[config.mk]
export PLATFORM = sky130hd
export DESIGN_NAME = matrix_multiply_4x4
export DESIGN_NICKNAME = d
export VERILOG_FILES = /design/src/mm4_pkg.sv /design/src/mm4_store.sv /design/src/mm4_mac.sv /design/src/mm4_seq.sv /design/src/matrix_multiply_4x4.sv
export SDC_FILE = /design/constraint.sdc
export NUM_CORES = 2
export LEC_CHECK = 0
export ABC_CLOCK_PERIOD_IN_PS = 13200
export BUFFER_PORTS_ARGS = -buffer_cell sky130_fd_sc_hd__buf_4
export CAP_MARGIN = 15
export CORE_MARGIN = 2
export CORE_UTILIZATION = 40
export CTS_CLUSTER_DIAMETER = 150
export DETAILED_ROUTE_END_ITERATION = 10
export PLACE_DENSITY = 0.55
export SLEW_MARGIN = 20
export SYNTH_ARGS = -nofsm -noshare
export SYNTH_HDL_FRONTEND = slang
export SYNTH_SLANG_ARGS = --single-unit
export TNS_END_PERCENT = 30
[constraint.sdc]
create_clock -name clk -period 13.2 [get_ports clk]
set_input_delay 0.66 -clock clk [delete_from_list [all_inputs] [get_ports clk]]
set_output_delay 0.66 -clock clk [all_outputs]
set_load 0.03 [all_outputs]
[src/mm4_pkg.sv]
package mm4_pkg;

  localparam int unsigned IDX_W  = 4;
  localparam int unsigned VAL_W  = 32;
  localparam int unsigned PROD_W = 2 * VAL_W;
  // Four products of 64 bits each need two more bits of headroom.
  localparam int unsigned ACC_W  = PROD_W + 2;
  localparam int unsigned STEP_W = 3;

  localparam logic [1:0] KIND_LOAD_FIRST  = 2'd0;
  localparam logic [1:0] KIND_LOAD_SECOND = 2'd1;
  localparam logic [1:0] KIND_COMPUTE     = 2'd2;

  localparam logic [STEP_W-1:0] MAC_STEPS  = 3'd4;
  localparam logic [IDX_W-1:0]  LAST_ENTRY = 4'd15;

  typedef struct packed {
    logic [1:0]              kind;
    logic [IDX_W-1:0]        element_index;
    logic signed [VAL_W-1:0] element_value;
  } mm4_in_t;

  typedef struct packed {
    logic [IDX_W-1:0]        result_index;
    logic signed [VAL_W-1:0] result_value;
    logic                    last_entry;
  } mm4_out_t;

  typedef enum logic [1:0] {
    ST_IDLE,
    ST_MAC,
    ST_OUT
  } mm4_state_t;

  typedef struct packed {
    logic clear;
    logic mul_en;
    logic acc_en;
  } mm4_mac_ctl_t;

endpackage

[src/mm4_store.sv]
module mm4_store (
  input  logic                             clk,
  input  logic                             rst_n,
  input  logic                             wr_en,
  input  logic [mm4_pkg::IDX_W-1:0]        wr_addr,
  input  logic signed [mm4_pkg::VAL_W-1:0] wr_data,
  input  logic [mm4_pkg::IDX_W-1:0]        rd_addr,
  output logic signed [mm4_pkg::VAL_W-1:0] rd_data
);
  import mm4_pkg::*;

  localparam int unsigned DEPTH = 1 << IDX_W;

  logic signed [VAL_W-1:0] mem_r [DEPTH];

  always_ff @(posedge clk) begin
    if (!rst_n) begin
      for (int i = 0; i < DEPTH; i++) begin
        mem_r[i] <= '0;
      end
    end else if (wr_en) begin
      mem_r[wr_addr] <= wr_data;
    end
  end

  assign rd_data = mem_r[rd_addr];

endmodule

[src/mm4_mac.sv]
module mm4_mac #(
  parameter int unsigned FRAC_BITS = 16
) (
  input  logic                             clk,
  input  mm4_pkg::mm4_mac_ctl_t            ctl,
  input  logic signed [mm4_pkg::VAL_W-1:0] op_a,
  input  logic signed [mm4_pkg::VAL_W-1:0] op_b,
  output logic signed [mm4_pkg::VAL_W-1:0] sat_value
);
  import mm4_pkg::*;

  logic signed [PROD_W-1:0] prod_r;
  logic signed [PROD_W-1:0] prod_nxt;
  logic signed [ACC_W-1:0]  acc_r;
  logic signed [ACC_W-1:0]  shifted;
  logic [ACC_W-VAL_W:0]     upper;

  assign prod_nxt = op_a * op_b;

  always_ff @(posedge clk) begin
    if (ctl.mul_en) begin
      prod_r <= prod_nxt;
    end
    if (ctl.clear) begin
      acc_r <= '0;
    end else if (ctl.acc_en) begin
      acc_r <= acc_r + ACC_W'(prod_r);
    end
  end

  // The arithmetic shift floors the exact sum; the result fits only when
  // every bit above the 32-bit sign position matches the sign.
  assign shifted = acc_r >>> FRAC_BITS;
  assign upper   = shifted[ACC_W-1:VAL_W-1];

  always_comb begin
    if ((upper == '0) || (upper == '1)) begin
      sat_value = shifted[VAL_W-1:0];
    end else if (shifted[ACC_W-1]) begin
      sat_value = {1'b1, {(VAL_W-1){1'b0}}};
    end else begin
      sat_value = {1'b0, {(VAL_W-1){1'b1}}};
    end
  end

endmodule

[src/mm4_seq.sv]
module mm4_seq (
  input  logic                      clk,
  input  logic                      rst_n,
  input  logic                      start,
  input  logic                      out_free,
  output mm4_pkg::mm4_mac_ctl_t     mac_ctl,
  output logic [mm4_pkg::IDX_W-1:0] second_addr,
  output logic [mm4_pkg::IDX_W-1:0] first_addr,
  output logic [mm4_pkg::IDX_W-1:0] entry,
  output logic                      load_out,
  output logic                      busy
);
  import mm4_pkg::*;

  mm4_state_t        state_r, state_nxt;
  logic [STEP_W-1:0] step_r, step_nxt;
  logic [IDX_W-1:0]  entry_r, entry_nxt;

  always_ff @(posedge clk) begin
    if (!rst_n) begin
      state_r <= ST_IDLE;
      step_r  <= '0;
      entry_r <= '0;
    end else begin
      state_r <= state_nxt;
      step_r  <= step_nxt;
      entry_r <= entry_nxt;
    end
  end

  always_comb begin
    state_nxt = state_r;
    step_nxt  = step_r;
    entry_nxt = entry_r;
    mac_ctl   = '0;
    load_out  = 1'b0;
    unique case (state_r)
      ST_IDLE: begin
        if (start) begin
          state_nxt = ST_MAC;
          step_nxt  = '0;
          entry_nxt = '0;
        end
      end
      ST_MAC: begin
        // The product of step k is added in the following step, so the last step
        // only drains the product register into the accumulator.
        mac_ctl.clear  = (step_r == '0);
        mac_ctl.acc_en = (step_r != '0);
        mac_ctl.mul_en = (step_r != MAC_STEPS);
        if (step_r == MAC_STEPS) begin
          state_nxt = ST_OUT;
        end else begin
          step_nxt = step_r + 1'b1;
        end
      end
      ST_OUT: begin
        if (out_free) begin
          load_out = 1'b1;
          step_nxt = '0;
          if (entry_r == LAST_ENTRY) begin
            state_nxt = ST_IDLE;
          end else begin
            entry_nxt = entry_r + 1'b1;
            state_nxt = ST_MAC;
          end
        end
      end
      default: begin
        state_nxt = ST_IDLE;
      end
    endcase
  end

  assign second_addr = {entry_r[3:2], step_r[1:0]};
  assign first_addr  = {step_r[1:0], entry_r[1:0]};
  assign entry       = entry_r;
  assign busy        = (state_r != ST_IDLE);

endmodule

[src/matrix_multiply_4x4.sv]
// Loads of either matrix produce no result.
// A compute transfer keeps the input stalled until the last of its sixteen results is
// loaded: every product entry takes four multiply steps on the one shared 32x32
// multiplier, an accumulate drain step and an output load step that waits on out_stall.
// Synchronous active-low reset clears both matrices to zero and idles the sequencer.
module matrix_multiply_4x4 #(
  parameter int unsigned FRAC_BITS = 16
) (
  input  logic              clk,
  input  logic              rst_n,
  input  logic              in_valid,
  output logic              in_stall,
  input  mm4_pkg::mm4_in_t  in_data,
  output logic              out_valid,
  input  logic              out_stall,
  output mm4_pkg::mm4_out_t out_data
);
  import mm4_pkg::*;

  logic                    in_xfer;
  logic                    start;
  logic                    wr_first;
  logic                    wr_second;
  logic                    out_free;
  logic                    load_out;
  logic                    busy;
  mm4_mac_ctl_t            mac_ctl;
  logic [IDX_W-1:0]        second_addr;
  logic [IDX_W-1:0]        first_addr;
  logic [IDX_W-1:0]        entry;
  logic signed [VAL_W-1:0] first_rd;
  logic signed [VAL_W-1:0] second_rd;
  logic signed [VAL_W-1:0] sat_value;
  logic                    out_valid_r;
  mm4_out_t                out_data_r;

  assign in_xfer   = in_valid && !in_stall;
  assign start     = in_xfer && (in_data.kind == KIND_COMPUTE);
  assign wr_first  = in_xfer && (in_data.kind == KIND_LOAD_FIRST);
  assign wr_second = in_xfer && (in_data.kind == KIND_LOAD_SECOND);
  assign in_stall  = busy;

  mm4_store u_first (
    .clk     (clk),
    .rst_n   (rst_n),
    .wr_en   (wr_first),
    .wr_addr (in_data.element_index),
    .wr_data (in_data.element_value),
    .rd_addr (first_addr),
    .rd_data (first_rd)
  );

  mm4_store u_second (
    .clk     (clk),
    .rst_n   (rst_n),
    .wr_en   (wr_second),
    .wr_addr (in_data.element_index),
    .wr_data (in_data.element_value),
    .rd_addr (second_addr),
    .rd_data (second_rd)
  );

  mm4_seq u_seq (
    .clk         (clk),
    .rst_n       (rst_n),
    .start       (start),
    .out_free    (out_free),
    .mac_ctl     (mac_ctl),
    .second_addr (second_addr),
    .first_addr  (first_addr),
    .entry       (entry),
    .load_out    (load_out),
    .busy        (busy)
  );

  mm4_mac #(
    .FRAC_BITS (FRAC_BITS)
  ) u_mac (
    .clk       (clk),
    .ctl       (mac_ctl),
    .op_a      (second_rd),
    .op_b      (first_rd),
    .sat_value (sat_value)
  );

  // The output register frees up in the same cycle its transfer completes.
  assign out_free = !out_valid_r || !out_stall;

  always_ff @(posedge clk) begin
    if (!rst_n) begin
      out_valid_r <= 1'b0;
    end else if (load_out) begin
      out_valid_r <= 1'b1;
    end else if (!out_stall) begin
      out_valid_r <= 1'b0;
    end
  end

  always_ff @(posedge clk) begin
    if (load_out) begin
      out_data_r.result_index <= entry;
      out_data_r.result_value <= sat_value;
      out_data_r.last_entry   <= (entry == LAST_ENTRY);
    end
  end

  assign out_valid = out_valid_r;
  assign out_data  = out_data_r;

endmodule

==> metrics.md <==
| Metric | Value |
|---|---|
| RePlAce Congestion | `0.917` |
| IO Pins | `81` |
| Via-to-Cell Ratio | `5.40` |
| Worst-Skew Late Latency | `0.80 ns` |
| Area share of fa/ha/maj cells after synthesis | `0.272` |
| CTS tree | `done` |
| Main area contributors after synthesis | `edfxtp_1 37%, fa_1 24%, and2_1 7.3%` |
| Top cells by count, synth | `1125 x edfxtp_1, 1083 x fa_1, 1069 x inv_1, 1065 x and2_1, 649 x nand2_1` |
| Crit path from | `u_seq.step_r[1]$_SDFFE_PN0P_` |
| Fill cell count | `20800` |
| Residual DRC | `0` |
| Core Util, Final | `0.440` |
| Critical Path Start Type | `flop` |
| HPWL after detailed placement | `189000 µm` |
| Worst R2R Setup Slack | `2.28 ns` |
| Req. time, crit path | `13.73 ns` |
| Post-CTS setup buffer count | `0` |
| Yosys cell types | `74` |
| Port bufs | `80` |
| Most used cell, CP | `fa_1` |
| Relative slew margins | `0.215` |
| Number of global-route vias before repair | `62000` |
| Cell area after layout | `0.0999 mm²` |
| Starting Density | `0.402` |
| Final hold violations | `0` |
| Setup_tns | `0 ns` |
| Status | `complete, no violations` |
| RSZ-0062 raised after global routing | `false` |
| Layout Skew | `0.0570 ns` |
| Cell area after synthesis | `0.0912 mm²` |
| Top_reg_cell synth | `edfxtp_1` |
| Placed cell area | `0.0956 mm²` |
| Top-count cell post-synth | `edfxtp_1` |
| Crit-path max FO | `60` |
| Nets | `9009` |
| Rows | `175` |
| Worst slew pin tran | `1.18 ns` |
| Horiz. Die Dim | `482 µm` |
| Vias | `58000` |
| DR WL/cell | `25.9 µm` |
| Antenna violations before repair | `11` |
| Endpoints failing setup | `0` |
| Crit path DAT | `11.45 ns` |
| Placeable Area | `0.227 mm²` |
| Total GRT Usage | `0.243` |
| Synthesized flop and latch total | `1201` |
| CTS root buf | `clkbuf_16` |
| CTS HTree Levels | `4` |
| Layout cell share with drive strength beyond 1 | `0.109` |
| Clock Tree Buf Depth | `3` |
| Worst r2r src | `u_seq.step_r[1]$_SDFFE_PN0P_` |
| Die area | `0.232 mm²` |
| Seq/Total Area, Yosys | `0.387` |
| Area leader, netlist | `edfxtp_1` |
| Die span in y | `482 µm` |
| Global-route wire length before repair | `414000 µm` |
| Largest family of logic cells by synthesized area | `adder cells` |
| # hold bufs at CTS | `0` |
| PostCTS Resize Cnt | `0` |
| Total grt overflow | `0` |
| Compound-Gate Fraction of Synth Area | `0.0456` |
| Crit-path max cell delay | `1.02 ns` |
| Max_cap viols | `0` |
| Worst path slowest cell | `fa_1` |
| EDFF count, synth | `1125` |
| Fmax | `91.5 MHz` |
| Cells after Synth | `7763` |
| Area share of and/or/nand/nor cells after synthesis | `0.142` |
| Worst setup EP type | `flop` |
| XOR/XNOR share of the synthesized area | `0.0129` |
| Reg clk slew, reported paths | `0.06 ns` |
| Final slew viol count | `0` |
| Final Cycle Share | `0.828` |
| Top cell type's share of synthesized area | `0.370` |
| Critical path type | `reg2reg` |
| YS warnings | `0` |
| DRT Pass-1 Iters | `6` |
| FF-to-FF End | `u_mac.prod_r[62]$_DFFE_PP_` |
| Worst hold path type | `in2reg` |
| Post-synthesis async set-or-reset flop share | `0` |
| CTS sink cnt | `1201` |
| Worst reg-to-reg path cell count | `29` |
| Multiplexer area fraction after synthesis | `0.0740` |
| Pin count of the biggest net entering global routing | `65` |
| Initial DRC count | `5712` |
| Worst setup endpoint | `u_mac.prod_r[62]$_DFFE_PP_` |
| Total CTS buffers | `134` |
| Final WL | `279000 µm` |
| Synth Area per Inst | `11.7 µm²` |
| Syn_nets | `9140` |
| Tmin final | `10.92 ns` |
| Synth-to-Final Area Change | `9.53%` |
| DRT antenna net count | `0` |
[worst max-delay path, delay by kind of cell (launching register included)]
family / cells / cell delay [ns]
AOI/OAI and AO/OA: 6 / 1.80
adders and majority gates: 9 / 4.97
muxes: 2 / 0.85
and+or+nand+nor: 4 / 0.82
DFF: 1 / 0.79
xor gates and xnor gates: 1 / 0.16
buffers and inverters: 7 / 1.09
[logic make-up (layout without fill, tap and decap cells)]
family / count (synthesis) / after routing
and+or+nand+nor: 2565 / 2565
buffers and inverters: 1586 / 1562
adders and majority gates: 1335 / 1335
DFF: 1201 / 1201
AOI/OAI and AO/OA: 618 / 618
muxes: 324 / 324
xor gates and xnor gates: 134 / 134
other: 0 / 2
[how the worst min path moves through the flow]
stage | start | endpoint | depth (start not counted)
finish | rst_n | out_valid$_SDFFE_PN0P_ | 2
global route | rst_n | out_valid$_SDFFE_PN0P_ | 2
CTS | rst_n | out_valid$_SDFFE_PN0P_ | 2
detailed placement | u_mac.acc_r[11]$_SDFFE_PP0P_ | u_mac.acc_r[11]$_SDFFE_PP0P_ | 2
global placement | u_mac.acc_r[11]$_SDFFE_PP0P_ | u_mac.acc_r[11]$_SDFFE_PP0P_ | 2
floorplan | u_seq.entry[3]$_SDFFE_PN0P_ | out_data[36]$_DFFE_PP_ | 0
[cell usage in the layout, fill, tap and decap left out, types with 70 or more instances in the layout]
cell type and n:
edfxtp_1 1125, fa_1 1083, inv_1 1069, and2_1 1065
nand2_1 649, nor2_1 529, mux4_2 278, ha_1 252
buf_4 241, clkbuf_16 136, a21oi_1 127, a21o_1 109
xnor2_1 91, dfxtp_1 70
[metrics by stage]
step	hold WS (ns)	setup slack (ns)	std cells
floorplan	0.406	3.45	7763
global placement	0.444	2.38	10500
detailed placement	0.452	2.30	10500
CTS	0.0919	2.26	10700
global route	0.114	1.65	10700
finish	0.138	2.28	10800
[layer usage]
| metal | share of wire | wire length [µm] | track usage |
|---|---|---|---|
| met5 | 0.000097 | 27 | 0 |
| met4 | 0.029 | 8170 | 0.0681 |
| met3 | 0.087 | 24400 | 0.0521 |
| met2 | 0.46 | 129000 | 0.391 |
| met1 | 0.42 | 117000 | 0.333 |
[flip-flops by register name, summed over array words and instances, names as in the netlist]
signal	cells
out_data	37
out_valid	1
u_first.mem_r	512
u_mac.acc_r	66
u_mac.prod_r	64
u_second.mem_r	512
u_seq.entry	4
u_seq.state_r	2
u_seq.step_r	3
[cell type report]
type,count,area [µm²],area share
multi-input cells,4976,50600,0.506
flip-flops and latches,1201,35300,0.354
inverters,1074,4030,0.0404
well taps,3009,3760,0.0377
clock buffers,177,3580,0.0358
repair buffers,245,1890,0.0189
clock inverters,66,728,0.00729
diodes,2,5.00,0.0000501
Power is left out: the tool's default activity adds up to more than one toggle a clock period on the data nets, which glitch-free logic cannot reach.
